### src/hdl/clnw_pkg.sv
`default_nettype none

package clnw_pkg;

  localparam int COLUMNS = 16;
  localparam int COL_W   = $clog2(COLUMNS + 2);

  localparam logic [7:0] NEWLINE_CODE = 8'd10;
  localparam logic [7:0] LINE2_ADDR   = 8'h40;

  localparam logic [3:0] INIT_LEN  = 4'd14;
  localparam logic [3:0] LINE2_LEN = 4'd2;

  // What precedes the character nibbles of one item.
  localparam logic [1:0] PFX_NONE  = 2'd0;
  localparam logic [1:0] PFX_LINE2 = 2'd1;
  localparam logic [1:0] PFX_INIT  = 2'd2;

  localparam logic REQ_CHAR = 1'b0;
  localparam logic REQ_INIT = 1'b1;

  typedef struct packed {
    logic       req_type;
    logic [7:0] char_code;
  } in_item_t;

  typedef struct packed {
    logic       reg_select;
    logic [3:0] nibble;
    logic       last;
  } out_item_t;

  // Decoded work for one item, handed from the decoder to the emitter.
  typedef struct packed {
    logic [1:0] prefix;
    logic       send_char;
    logic [7:0] char_code;
  } plan_t;

  function automatic logic [3:0] init_nibble(input logic [3:0] idx);
    logic [3:0] n;
    case (idx)
      4'd0:    n = 4'd3;
      4'd1:    n = 4'd3;
      4'd2:    n = 4'd3;
      4'd3:    n = 4'd2;
      4'd4:    n = 4'd2;
      4'd5:    n = 4'd8;
      4'd6:    n = 4'd0;
      4'd7:    n = 4'd14;
      4'd8:    n = 4'd0;
      4'd9:    n = 4'd1;
      4'd10:   n = 4'd0;
      4'd11:   n = 4'd6;
      4'd12:   n = 4'd0;
      4'd13:   n = 4'd15;
      default: n = 4'd0;
    endcase
    return n;
  endfunction

endpackage

`default_nettype wire

### src/hdl/clnw_decode.sv
`default_nettype none

module clnw_decode (
  input  wire logic             clk,
  input  wire logic             rst_n,
  input  wire logic             in_valid,
  output logic                  in_ready,
  input  wire clnw_pkg::in_item_t in_data,
  output clnw_pkg::plan_t       plan,
  output logic                  plan_valid,
  input  wire logic             plan_take
);
  import clnw_pkg::*;

  logic [COL_W-1:0] col_r, col_nxt;
  logic             line2_r, line2_nxt;
  plan_t            plan_r, plan_nxt;
  logic             plan_valid_r;
  logic             accept;
  logic [COL_W-1:0] col_inc;
  logic             is_nl;
  logic             wrap;

  assign in_ready   = !plan_valid_r || plan_take;
  assign accept     = in_valid && in_ready;
  assign plan       = plan_r;
  assign plan_valid = plan_valid_r;

  always_comb begin
    is_nl   = (in_data.char_code == NEWLINE_CODE);
    col_inc = (col_r < COL_W'(COLUMNS + 1)) ? col_r + COL_W'(1) : col_r;
    wrap    = (col_inc >= COL_W'(COLUMNS + 1)) || is_nl;

    plan_nxt.char_code = in_data.char_code;
    plan_nxt.prefix    = PFX_NONE;
    plan_nxt.send_char = 1'b0;
    col_nxt            = col_inc;
    line2_nxt          = line2_r;

    if (in_data.req_type == REQ_INIT) begin
      plan_nxt.prefix = PFX_INIT;
      col_nxt         = '0;
      line2_nxt       = 1'b0;
    end else begin
      if (wrap) begin
        col_nxt = '0;
        if (!line2_r) begin
          plan_nxt.prefix = PFX_LINE2;
          line2_nxt       = 1'b1;
        end else begin
          plan_nxt.prefix = PFX_INIT;
          line2_nxt       = 1'b0;
        end
      end
      if (!is_nl) begin
        plan_nxt.send_char = 1'b1;
        if (wrap) begin
          col_nxt = COL_W'(1);
        end
      end
    end
  end

  always_ff @(posedge clk) begin
    if (!rst_n) begin
      col_r        <= '0;
      line2_r      <= 1'b0;
      plan_valid_r <= 1'b0;
    end else begin
      if (accept) begin
        col_r        <= col_nxt;
        line2_r      <= line2_nxt;
        plan_valid_r <= 1'b1;
      end else if (plan_take) begin
        plan_valid_r <= 1'b0;
      end
    end
  end

  always_ff @(posedge clk) begin
    if (accept) begin
      plan_r <= plan_nxt;
    end
  end

endmodule

`default_nettype wire

### src/hdl/clnw_emit.sv
`default_nettype none

module clnw_emit (
  input  wire logic               clk,
  input  wire logic               rst_n,
  input  wire clnw_pkg::plan_t    plan,
  input  wire logic               plan_valid,
  output logic                    plan_take,
  output logic                    out_valid,
  input  wire logic               out_ready,
  output clnw_pkg::out_item_t     out_data
);
  import clnw_pkg::*;

  logic [3:0] idx_r;
  logic       out_valid_r;
  out_item_t  out_r, out_nxt;
  logic [3:0] pfx_len;
  logic [3:0] char_idx;
  logic [4:0] total;
  logic       advance;
  logic       is_last;

  always_comb begin
    case (plan.prefix)
      PFX_INIT:  pfx_len = INIT_LEN;
      PFX_LINE2: pfx_len = LINE2_LEN;
      default:   pfx_len = 4'd0;
    endcase
    total    = {1'b0, pfx_len} + (plan.send_char ? 5'd2 : 5'd0);
    is_last  = ({1'b0, idx_r} == total - 5'd1);
    char_idx = idx_r - pfx_len;

    out_nxt.last = is_last;
    if (idx_r < pfx_len) begin
      out_nxt.reg_select = 1'b0;
      if (plan.prefix == PFX_INIT) begin
        out_nxt.nibble = init_nibble(idx_r);
      end else if (idx_r == 4'd0) begin
        // Set DDRAM address command, upper nibble carries the command bit.
        out_nxt.nibble = 4'h8 | {1'b0, LINE2_ADDR[6:4]};
      end else begin
        out_nxt.nibble = LINE2_ADDR[3:0];
      end
    end else begin
      out_nxt.reg_select = 1'b1;
      out_nxt.nibble     = (char_idx == 4'd0) ? plan.char_code[7:4] : plan.char_code[3:0];
    end
  end

  assign advance   = plan_valid && (!out_valid_r || out_ready);
  assign plan_take = advance && is_last;
  assign out_valid = out_valid_r;
  assign out_data  = out_r;

  always_ff @(posedge clk) begin
    if (!rst_n) begin
      idx_r       <= '0;
      out_valid_r <= 1'b0;
    end else begin
      if (advance) begin
        out_valid_r <= 1'b1;
        idx_r       <= is_last ? 4'd0 : idx_r + 4'd1;
      end else if (out_ready) begin
        out_valid_r <= 1'b0;
      end
    end
  end

  always_ff @(posedge clk) begin
    if (advance) begin
      out_r <= out_nxt;
    end
  end

endmodule

`default_nettype wire

### src/hdl/char_lcd_nibble_writer_core.sv
// Character LCD nibble writer for a two-line display on a 4-bit bus.
// Input channel (in_valid/in_ready/in_data): one beat is either a request
// to run the start-up sequence or one character byte (newline is code 10).
// Output channel (out_valid/out_ready/out_data): one beat per nibble to put
// on DB7..DB4 with its RS level; last marks the final nibble of an item.
// An item yields between 2 and 16 output beats: two data nibbles for a
// character, plus two command nibbles on a wrap from line one or the
// 14-nibble start-up sequence on a wrap from line two or an init request.
// An accepted input beat passes the plan register, then the output register,
// before its first output beat. Output beats leave at one per cycle while the
// receiver is ready; the emitter walks the nibble list of the item held in
// the plan register. The next item is decoded into that plan register in the
// same cycle as the last nibble of the current one enters the output register.
// A stalled receiver holds the output register, which in turn holds the
// plan register, and in_ready drops once both are full.
// Reset clears the column counter, selects line one and empties both
// stages; no start-up sequence is sent until one is requested.
`default_nettype none

module char_lcd_nibble_writer_core (
  input  wire logic                clk,
  input  wire logic                rst_n,
  input  wire logic                in_valid,
  output logic                     in_ready,
  input  wire clnw_pkg::in_item_t  in_data,
  output logic                     out_valid,
  input  wire logic                out_ready,
  output clnw_pkg::out_item_t      out_data
);
  import clnw_pkg::*;

  plan_t plan;
  logic  plan_valid;
  logic  plan_take;

  // Tracks the cursor line and column and turns each beat into a plan.
  clnw_decode u_decode (
    .clk        (clk),
    .rst_n      (rst_n),
    .in_valid   (in_valid),
    .in_ready   (in_ready),
    .in_data    (in_data),
    .plan       (plan),
    .plan_valid (plan_valid),
    .plan_take  (plan_take)
  );

  // Steps through the plan into the output register, one nibble per cycle while the output is not stalled.
  clnw_emit u_emit (
    .clk        (clk),
    .rst_n      (rst_n),
    .plan       (plan),
    .plan_valid (plan_valid),
    .plan_take  (plan_take),
    .out_valid  (out_valid),
    .out_ready  (out_ready),
    .out_data   (out_data)
  );

endmodule

`default_nettype wire

### config.mk
export PLATFORM = sky130hd
export DESIGN_NAME = char_lcd_nibble_writer_core
export DESIGN_NICKNAME = d
export VERILOG_FILES = /design/src/hdl/clnw_pkg.sv /design/src/hdl/clnw_decode.sv /design/src/hdl/clnw_emit.sv /design/src/hdl/char_lcd_nibble_writer_core.sv
export SDC_FILE = /design/constraint.sdc
export NUM_CORES = 1
export LEC_CHECK = 0
export BUFFER_PORTS_ARGS = -buffer_cell sky130_fd_sc_hd__buf_2
export CAP_MARGIN = 10
export CORE_AREA = 2 2 72 74
export DETAILED_ROUTE_END_ITERATION = 8
export DIE_AREA = 0 0 74 76
export GPL_ROUTABILITY_DRIVEN = 0
export GPL_TIMING_DRIVEN = 1
export PLACE_DENSITY = 0.68
export SYNTH_ARGS = -nofsm -noshare
export SYNTH_HDL_FRONTEND = slang
export SYNTH_SLANG_ARGS = --single-unit
### constraint.sdc
create_clock -name clk -period 2.7 [get_ports clk]
set_input_delay 0.405 -clock clk [delete_from_list [all_inputs] [get_ports clk]]
set_output_delay 0.405 -clock clk [all_outputs]
set_load 0.05 [all_outputs]
==> results.sh, run 1 <==
export IMPL_die_area_sq_um=5620
export IMPL_slew_violations=0
export IMPL_drt_total_wl_um=3380
export IMPL_critPathKind="reg -> reg"
export IMPL_synth_area_leader_cell="edfxtp_1"
export IMPL_initial_utilization_pct=37.9
export IMPL_synth_top_family_by_area="simple AND/OR/NAND/NOR gates"
export IMPL_reg2reg_from="u_decode.plan[9]"
export IMPL_grt_pass1_vias=1268
export IMPL_synthArstFlopShare_pct=0
export IMPL_clock_sinks=33
export IMPL_synth_seq_cells=33
export IMPL_synthXorXnorAreaFrac_pct=0.942
export IMPL_portBuffers=20
export IMPL_antenna_found_initial=0
export IMPL_yosysUniqueCellTypes=52
export IMPL_switching_share_pct=27.7
export IMPL_grt_overflow=0
export IMPL_yosysWarningCount=0
export IMPL_setup_violations=0
export IMPL_grt_max_degree=21
export IMPL_syn_area_per_cell_sq_um=10.3
export IMPL_crit_path_top_delay_cell="nor3_2"
export IMPL_synth_compound_area_share_pct=17.2
export IMPL_combPwrFrac_pct=16.1
export IMPL_ctsHoldBuffers=0
export IMPL_rr_worst_depth=9
export IMPL_post_cts_setup_buffers=0
export IMPL_cp_max_fo=4
export IMPL_fin_hold_ws_ns=0.311
export IMPL_tritoncts="done"
export IMPL_arrival_ns=2.52
export IMPL_r2r_end="u_emit.out_data[4]"
export IMPL_critical_path_max_stage_delay_ns=0.40
export IMPL_reg2reg_slack_ns=0.21
export IMPL_crit_chain="inv_1, ha_1, inv_1, ha_1, fa_1, xnor2_1, nor3_2, mux2i_1, a21oi_1"
export IMPL_num_rows=26
export IMPL_power_share_clock_pct=31.5
export IMPL_worstMarginPinSlew_ns=0.455
export IMPL_maxCapViolCount=0
export IMPL_ir_drop_mv=0.220
export IMPL_clkTransAtPathRegs_ns=0.07
export IMPL_synth_area_leaders="edfxtp_1 27%, dfxtp_1 17%, ha_1 6.7%"
export IMPL_status="finished clean"
export IMPL_crit_required_ns=2.73
export IMPL_syn_to_final_growth_pct=13.4
export IMPL_tns_ns=0
export IMPL_drive_above_1_share_pct=20.2
export IMPL_hold_end="u_decode.plan[1]"
export IMPL_hold_class="in -> reg"
export IMPL_design_core_area_sq_um=4910
export IMPL_min_delay_start="in_data[1]"
export IMPL_fp_dieW_um=74
export IMPL_syn_nets=205
export IMPL_p_switching_mw=0.303
export IMPL_cts_max_level=2
export IMPL_instances_no_fill=273
export IMPL_synthDominantCellAreaShare_pct=27.5
export IMPL_startpoint_type="flop"
export IMPL_post_dp_hpwl_um=2590
export IMPL_grt_pass1_wl_um=5750
export IMPL_diodes=0
export IMPL_firstDrtPassIters=4
export IMPL_post_cts_resized=0
export IMPL_wire_per_inst_um=12.4
export IMPL_crit_path_end_kind="flop"
export IMPL_avgViaCountPerCell=5.07
export IMPL_clock_fmax_mhz=402
export IMPL_p_leak_nw=0.810
export IMPL_hold_viol=0
export IMPL_final_nets=227
export IMPL_yosys_area_share_adder_pct=8.88
export IMPL_cts_made_buffers=5
export IMPL_internal_power_mw=0.792
export IMPL_placed_cells=265
export IMPL_drt_initial_drc_count=92
export IMPL_root_buffer="clkbuf_8"
export IMPL_min_path_cells=1
export IMPL_synthSimpleGateAreaFrac_pct=18.0
export IMPL_skew_ns=0.00395
export IMPL_clk_latency_ns=0.28
export IMPL_synth_mux_area_share_pct=5.38
export IMPL_cts_path_max_buffers=2
export IMPL_slew_headroom_pct=69.5
export IMPL_seq_power_share_pct=52.3
export IMPL_rsz0062_at_grt="no"
export IMPL_antenna_left=0
export IMPL_synth_ff_type="edfxtp_1"
export IMPL_startpoint="u_decode.plan[9]"
export IMPL_track_usage_pct=13.0
export IMPL_io_pins=21
export IMPL_die_y_um=76
export IMPL_vias=1384
export IMPL_synthTopCellsByCount="17 x a21oi_1, 17 x edfxtp_1, 16 x dfxtp_1"
export IMPL_yosysSeqAreaShare_pct=44.7
export IMPL_min_period_ns=2.49
export IMPL_power_density_nw_per_um2=519
export IMPL_synth_edff_count=17
export IMPL_syn_inst=180
export IMPL_synth_area_sq_um=1860
export IMPL_drc=0
export IMPL_period_share_pct=92.2
[power by group through the flow]
stage	clock network (mW)	registers [mW]	logic [mW]
after floorplan	0	0.610	0.107
after global placement	0	0.584	0.175
after detailed placement	0	0.584	0.177
after CTS	0.355	0.573	0.178
after global routing	0.371	0.576	0.195
final	0.345	0.573	0.176
[cell usage in the layout (no fill, tap or decap), types with 3 or more instances in the layout]
cell type,count
buf_2,20
a21oi_1,17
edfxtp_1,17
dfxtp_1,16
nand2_1,14
inv_1,12
mux2i_1,10
nor2_1,10
ha_1,10
nand3_1,6
clkbuf_8,5
nand2b_1,4
o21ai_0,4
a211oi_1,4
inv_2,3
nand4_1,3
[critical path: cells and delay by family (launching register included)]
family / cells / cell delay, ns
fa+ha+maj: 3 / 0.86
simple gates: 1 / 0.40
buf+inv: 2 / 0.11
mux: 1 / 0.27
compound gates: 1 / 0.09
xor+xnor: 1 / 0.15
flops: 1 / 0.37
[how the worst max path moves through the flow]
stage,endpoint,slack (ns)
global placement,u_emit.out_data[4],0.25
finish,u_emit.out_data[4],0.21
CTS,u_emit.out_data[4],0.19
global route,u_emit.out_data[1],0.05
floorplan,u_emit.out_data[1],0.42
detailed placement,u_emit.out_data[4],0.21
[routing by layer]
| layer | routed length (um) | global-route usage (%) | up-vias | part of all wire [%] |
|---|---|---|---|---|
| met4 | 43 | 5.45 | 0 | 1.3 |
| met3 | 115 | 2.78 | 6 | 3.4 |
| li1 | - | - | 704 | - |
| met2 | 1740 | 21.8 | 23 | 52 |
| met1 | 1480 | 15.9 | 651 | 44 |
| met5 | 0 | 0 | - | 0 |
[layout make-up]
cell class / count / area (sq um)
Fill cell: 479 / 2800
Multi-Input combinational cell: 125 / 937
Sequential cell: 33 / 831
Timing Repair Buffer: 22 / 115
Tap cell: 70 / 87.6
Clock buffer: 5 / 68.8
Inverter: 15 / 56.3
Clock inverter: 3 / 12.5
[cell families (layout without fill, tap and decap cells)]
family / count (synthesis) / in the layout
xor+xnor: 2 / 2
flops: 33 / 33
simple gates: 57 / 57
buf+inv: 22 / 45
compound gates: 44 / 44
mux: 10 / 10
fa+ha+maj: 12 / 12
[metrics by stage]
step / utilization [%] / worst slack, ns / power (mW) / cell area, sq um
3_5_place_dp: 41.3 / 0.207 / 0.761 / 2030
5_1_grt: 42.9 / 0.0520 / 1.14 / 2110
4_1_cts: 42.9 / 0.193 / 1.11 / 2110
6_report: 42.9 / 0.209 / 1.09 / 2110
2_1_floorplan: - / 0.416 / 0.717 / 1860
3_3_place_gp: 41.3 / 0.247 / 0.758 / 2030
(Power assumes the default switching activity.)
==> run 2, diff against run 1 <==
CTS_BUF_LIST = sky130_fd_sc_hd__clkbuf_4   (was default)
==> run 2 against run 1 <==
- count of clock-buffer cells in the layout unchanged
- first-iteration DRC count down 16%
- via count up 0.29%
- maximum frequency down 0.33%
- routed wire length up 1.5%
- sequential share of layout area up 0.59 points
- global-route usage about the same
- clock power down 25%
- cell area down 1.5%
- die area unchanged
- core utilization down 0.64 points
- worst hold slack worse by 0.051 ns
- largest power group unchanged
- highest routed layer unchanged
==> results.sh, run 2 (synthesis results as in run 1) <==
export IMPL_avgViaCountPerCell=5.08
export IMPL_track_usage_pct=13.0
export IMPL_crit_chain="inv_1, fa_1, xnor2_1, o2111ai_2, nand2_1, buf_2"
export IMPL_die_area_sq_um=5620
export IMPL_cp_max_fo=3
export IMPL_slew_headroom_pct=69.2
export IMPL_antenna_found_initial=0
export IMPL_portBuffers=20
export IMPL_fp_dieW_um=74
export IMPL_switching_share_pct=29.3
export IMPL_rsz0062_at_grt="no"
export IMPL_design_area_sq_um=2080
export IMPL_clock_sinks=33
export IMPL_ir_drop_mv=0.190
export IMPL_drive_above_1_share_pct=20.2
export IMPL_crit_end="in_ready"
export IMPL_period_share_pct=92.6
export IMPL_skew_ns=0.00822
export IMPL_vias=1388
export IMPL_fin_hold_ws_ns=0.260
export IMPL_cts_max_level=2
export IMPL_crit_required_ns=2.30
export IMPL_final_nets=227
export IMPL_path_depth=6
export IMPL_startpoint_type="flop"
export IMPL_drc=0
export IMPL_io_pins=21
export IMPL_hold_class="in -> reg"
export IMPL_tritoncts="done"
export IMPL_startpoint="u_decode.plan[10]"
export IMPL_p_switching_mw=0.294
export IMPL_worstMarginPinSlew_ns=0.459
export IMPL_grt_pass1_wl_um=5750
export IMPL_finalPower_mw=1.01
export IMPL_reg2reg_slack_ns=0.21
export IMPL_grt_max_degree=21
export IMPL_antenna_left=0
export IMPL_p_leak_nw=0.797
export IMPL_internal_power_mw=0.712
export IMPL_post_cts_resized=0
export IMPL_power_share_clock_pct=25.6
export IMPL_crit_path_top_delay_cell="edfxtp_1"
export IMPL_rr_worst_depth=9
export IMPL_cts_path_max_buffers=2
export IMPL_clkTransAtPathRegs_ns=0.10
export IMPL_combPwrFrac_pct=17.5
export IMPL_maxCapViolCount=0
export IMPL_tns_ns=0
export IMPL_drt_total_wl_um=3430
export IMPL_diodes=0
export IMPL_hold_viol=0
export IMPL_root_buffer="clkbuf_4"
export IMPL_clk_latency_ns=0.33
export IMPL_placed_cells=265
export IMPL_critPathTopFamily="flip-flops"
export IMPL_setup_violations=0
export IMPL_slew_violations=0
export IMPL_final_common_cell="buf_2"
export IMPL_instances_no_fill=273
export IMPL_syn_to_final_growth_pct=11.7
export IMPL_fillers=485
export IMPL_initial_utilization_pct=37.9
export IMPL_cts_made_buffers=5
export IMPL_reg2reg_from="u_decode.plan[9]"
export IMPL_clock_fmax_mhz=400
export IMPL_grt_overflow=0
export IMPL_cp_num_buf_inv=2
export IMPL_ctsHoldBuffers=0
export IMPL_r2r_end="u_emit.out_data[4]"
export IMPL_final_cell_mix="20 x buf_2, 17 x a21oi_1, 17 x edfxtp_1"
export IMPL_arrival_ns=2.09
export IMPL_crit_path_end_kind="primary output"
export IMPL_num_rows=26
export IMPL_grt_pass1_vias=1263
export IMPL_status="finished clean"
export IMPL_critPathKind="reg -> out"
export IMPL_drt_initial_drc_count=77
export IMPL_min_period_ns=2.50
export IMPL_firstDrtPassIters=4
export IMPL_wire_per_inst_um=12.6
export IMPL_seq_power_share_pct=56.9
export IMPL_dpl_cell_area_sq_um=2030
export IMPL_design_core_area_sq_um=4910
export IMPL_critical_path_max_stage_delay_ns=0.43
export IMPL_power_density_nw_per_um2=485
export IMPL_post_cts_setup_buffers=0
export IMPL_die_y_um=76
export IMPL_post_dp_hpwl_um=2590
run 2: cell counts in the layout (fill, tap and decap cells not counted):
No cell type changed its count.
run 2: worst reg2reg max path: stages (launching register included):
cell and delay (ns):
edfxtp_1 0.38, inv_1 0.07, ha_1 0.27, inv_1 0.04, ha_1 0.20, fa_1 0.39
xnor2_1 0.15, nor3_2 0.40, mux2i_1 0.27, a21oi_1 0.09
run 2: stage by stage:
step / util, % / setup slack [ns]
after floorplan: - / 0.416
after global placement: 41.3 / 0.247
after detailed placement: 41.3 / 0.207
after CTS: 42.3 / 0.158
after global routing: 42.3 / 0.0455
final: 42.3 / 0.201
run 2: worst min-delay path by stage:
stage,cells after the start,slack (ns),to,startpoint
floorplan,2,0.49,u_emit.out_valid,u_decode.plan_valid
global placement,1,0.55,u_decode.plan[10],u_decode.line2_r
detailed placement,1,0.57,u_decode.plan[10],u_decode.line2_r
CTS,1,0.24,u_decode.plan[1],in_data[1]
global route,1,0.24,u_decode.plan[7],in_data[7]
finish,1,0.26,u_decode.plan[5],in_data[5]
run 2: layer usage:
layer / part of all wire [%] / GRT usage, %
met1: 45 / 15.8
met2: 51 / 21.8
met3: 3.8 / 3.97
met4: 0.35 / 3.82
met5: 0 / 0
run 2: power groups by stage:
stage | clock (mW) | sequential (mW) | combinational [mW]
final | 0.258 | 0.572 | 0.177
after detailed placement | 0 | 0.584 | 0.177
after global routing | 0.282 | 0.576 | 0.195
after global placement | 0 | 0.584 | 0.175
after CTS | 0.265 | 0.572 | 0.178
after floorplan | 0 | 0.610 | 0.107
run 2: cell type report:
class                           instances  area, sq um  share of cell area [%]
Tap cell                               70         87.6                    4.22
Clock buffer                            5         37.5                    1.81
Sequential cell                        33          831                    40.0
Clock inverter                          3         12.5                   0.602
Multi-Input combinational cell        125          937                    45.1
Timing Repair Buffer                   22          115                    5.54
Inverter                               15         56.3                    2.71
==> run 3, diff against run 2 <==
CORE_AREA = 2 2 59 61   (was 2 2 72 74)
DIE_AREA = 0 0 61 63   (was 0 0 74 76)
PLACE_DENSITY = 0.91   (was 0.68)
==> run 3 against run 2 <==
- register-to-register slack improved by 0.03 ns
- sequential power hardly changed
- total power increased by 1.2%
- critical path depth decreased by 1
- routed wire length increased by 3.9%
- setup slack lost 0.070 ns
- sequential cell count is the same
- clock skew up 0.00079 ns
- sequential share of layout area increased by 0.49 points
- core utilization up 21 points
- via count is 1.9% higher
- die area fell by 32%
- largest cell class unchanged
- largest power group unchanged
- highest routed layer unchanged
==> results.sh, run 3 (synthesis results as in run 1) <==
export IMPL_diodes=0
export IMPL_min_delay_start="in_data[1]"
export IMPL_final_common_cell="buf_2"
export IMPL_startpoint_type="flop"
export IMPL_arrival_ns=2.16
export IMPL_grt_pass1_vias=1387
export IMPL_post_dp_hpwl_um=2720
export IMPL_initial_utilization_pct=57.5
export IMPL_ctsHoldBuffers=0
export IMPL_clkTransAtPathRegs_ns=0.11
export IMPL_tritoncts="done"
export IMPL_power_density_nw_per_um2=497
export IMPL_cts_path_max_buffers=2
export IMPL_cts_max_level=2
export IMPL_slew_headroom_pct=70.9
export IMPL_fillers=266
export IMPL_vias=1415
export IMPL_cts_made_buffers=5
export IMPL_portBuffers=20
export IMPL_drive_above_1_share_pct=21.2
export IMPL_tns_ns=0
export IMPL_wire_per_inst_um=14.3
export IMPL_hold_class="in -> reg"
export IMPL_die_area_sq_um=3840
export IMPL_final_cell_mix="20 x buf_2, 17 x a21oi_1, 17 x edfxtp_1"
export IMPL_finalPower_mw=1.02
export IMPL_clk_latency_ns=0.34
export IMPL_reg2reg_slack_ns=0.24
export IMPL_worstMarginPinSlew_ns=0.432
export IMPL_avgViaCountPerCell=5.68
export IMPL_ir_drop_mv=0.298
export IMPL_rsz0062_at_grt="no"
export IMPL_grt_max_degree=21
export IMPL_clock_fmax_mhz=389
export IMPL_fp_dieW_um=61
export IMPL_post_cts_resized=0
export IMPL_root_buffer="clkbuf_4"
export IMPL_setup_violations=0
export IMPL_post_cts_setup_buffers=0
export IMPL_io_pins=21
export IMPL_p_leak_nw=0.798
export IMPL_ff_latch_area_sq_um=831
export IMPL_syn_to_final_growth_pct=10.4
export IMPL_design_area_sq_um=2050
export IMPL_critPathKind="reg -> out"
export IMPL_cp_max_fo=3
export IMPL_period_share_pct=95.1
export IMPL_drc=0
export IMPL_multiInputGateArea_sq_um=937
export IMPL_min_period_ns=2.57
export IMPL_slew_violations=0
export IMPL_die_y_um=63
export IMPL_final_nets=227
export IMPL_firstDrtPassIters=4
export IMPL_drt_total_wl_um=3570
export IMPL_status="finished clean"
export IMPL_drt_initial_drc_count=63
export IMPL_maxCapViolCount=0
export IMPL_setup_slack_ns=0.131
export IMPL_track_usage_pct=21.2
export IMPL_startpoint="u_decode.plan[8]"
export IMPL_clock_sinks=33
export IMPL_design_core_area_sq_um=3230
export IMPL_crit_required_ns=2.30
export IMPL_antenna_found_initial=0
export IMPL_grt_overflow=0
export IMPL_hold_viol=0
export IMPL_antenna_left=0
export IMPL_grt_pass1_wl_um=6130
export IMPL_reg2reg_from="u_decode.plan[9]"
export IMPL_dpl_cell_area_sq_um=2000
export IMPL_skew_ns=0.00901
export IMPL_dp_slack_ns=0.229
export IMPL_crit_path_end_kind="primary output"
export IMPL_num_rows=21
[run 3: critical path: stages, from the launching register on]
cell and delay, ns:
edfxtp_1 0.42, fa_1 0.47, and4b_4 0.36, o2111ai_2 0.19, nand2_1 0.12, buf_2 0.26
[run 3: layer usage]
layer	part of all wire, %	GRT usage [%]
met5	0	0
met3	4.2	6.21
met4	1.4	7.61
met1	41	26.9
met2	53	33.6
[run 3: layout make-up]
| cell class | count | area share (%) |
|---|---|---|
| clock buffer | 5 | 1.83 |
| clock inverter | 3 | 0.854 |
| inverter | 15 | 2.74 |
| multi-input combinational | 125 | 45.7 |
| sequential | 33 | 40.5 |
| tap | 46 | 2.80 |
| timing repair buffer | 22 | 5.61 |
[run 3: stage by stage]
step,util (%),hold WS (ns),cells
6_report,63.5,0.242,249
5_1_grt,63.5,0.230,249
4_1_cts,63.5,0.238,249
3_5_place_dp,61.8,0.566,241
3_3_place_gp,61.8,0.556,241
2_1_floorplan,-,0.485,180
[run 3: path summary, 6_finish.rpt]
check,endpoint,cells past startpoint
min,u_decode.plan[1],1
max,in_ready,5
min reg2reg,u_decode.col_r[1],2
max reg2reg,u_emit.out_data[1],9
[run 3: power breakdown]
part           internal [mW]  leakage, nW  switching (mW)  total [mW]
Combinational         0.0623        0.475           0.115       0.178
Sequential             0.556        0.293          0.0173       0.574
Clock                 0.0980       0.0310           0.170       0.268
Total                  0.717        0.798           0.302        1.02
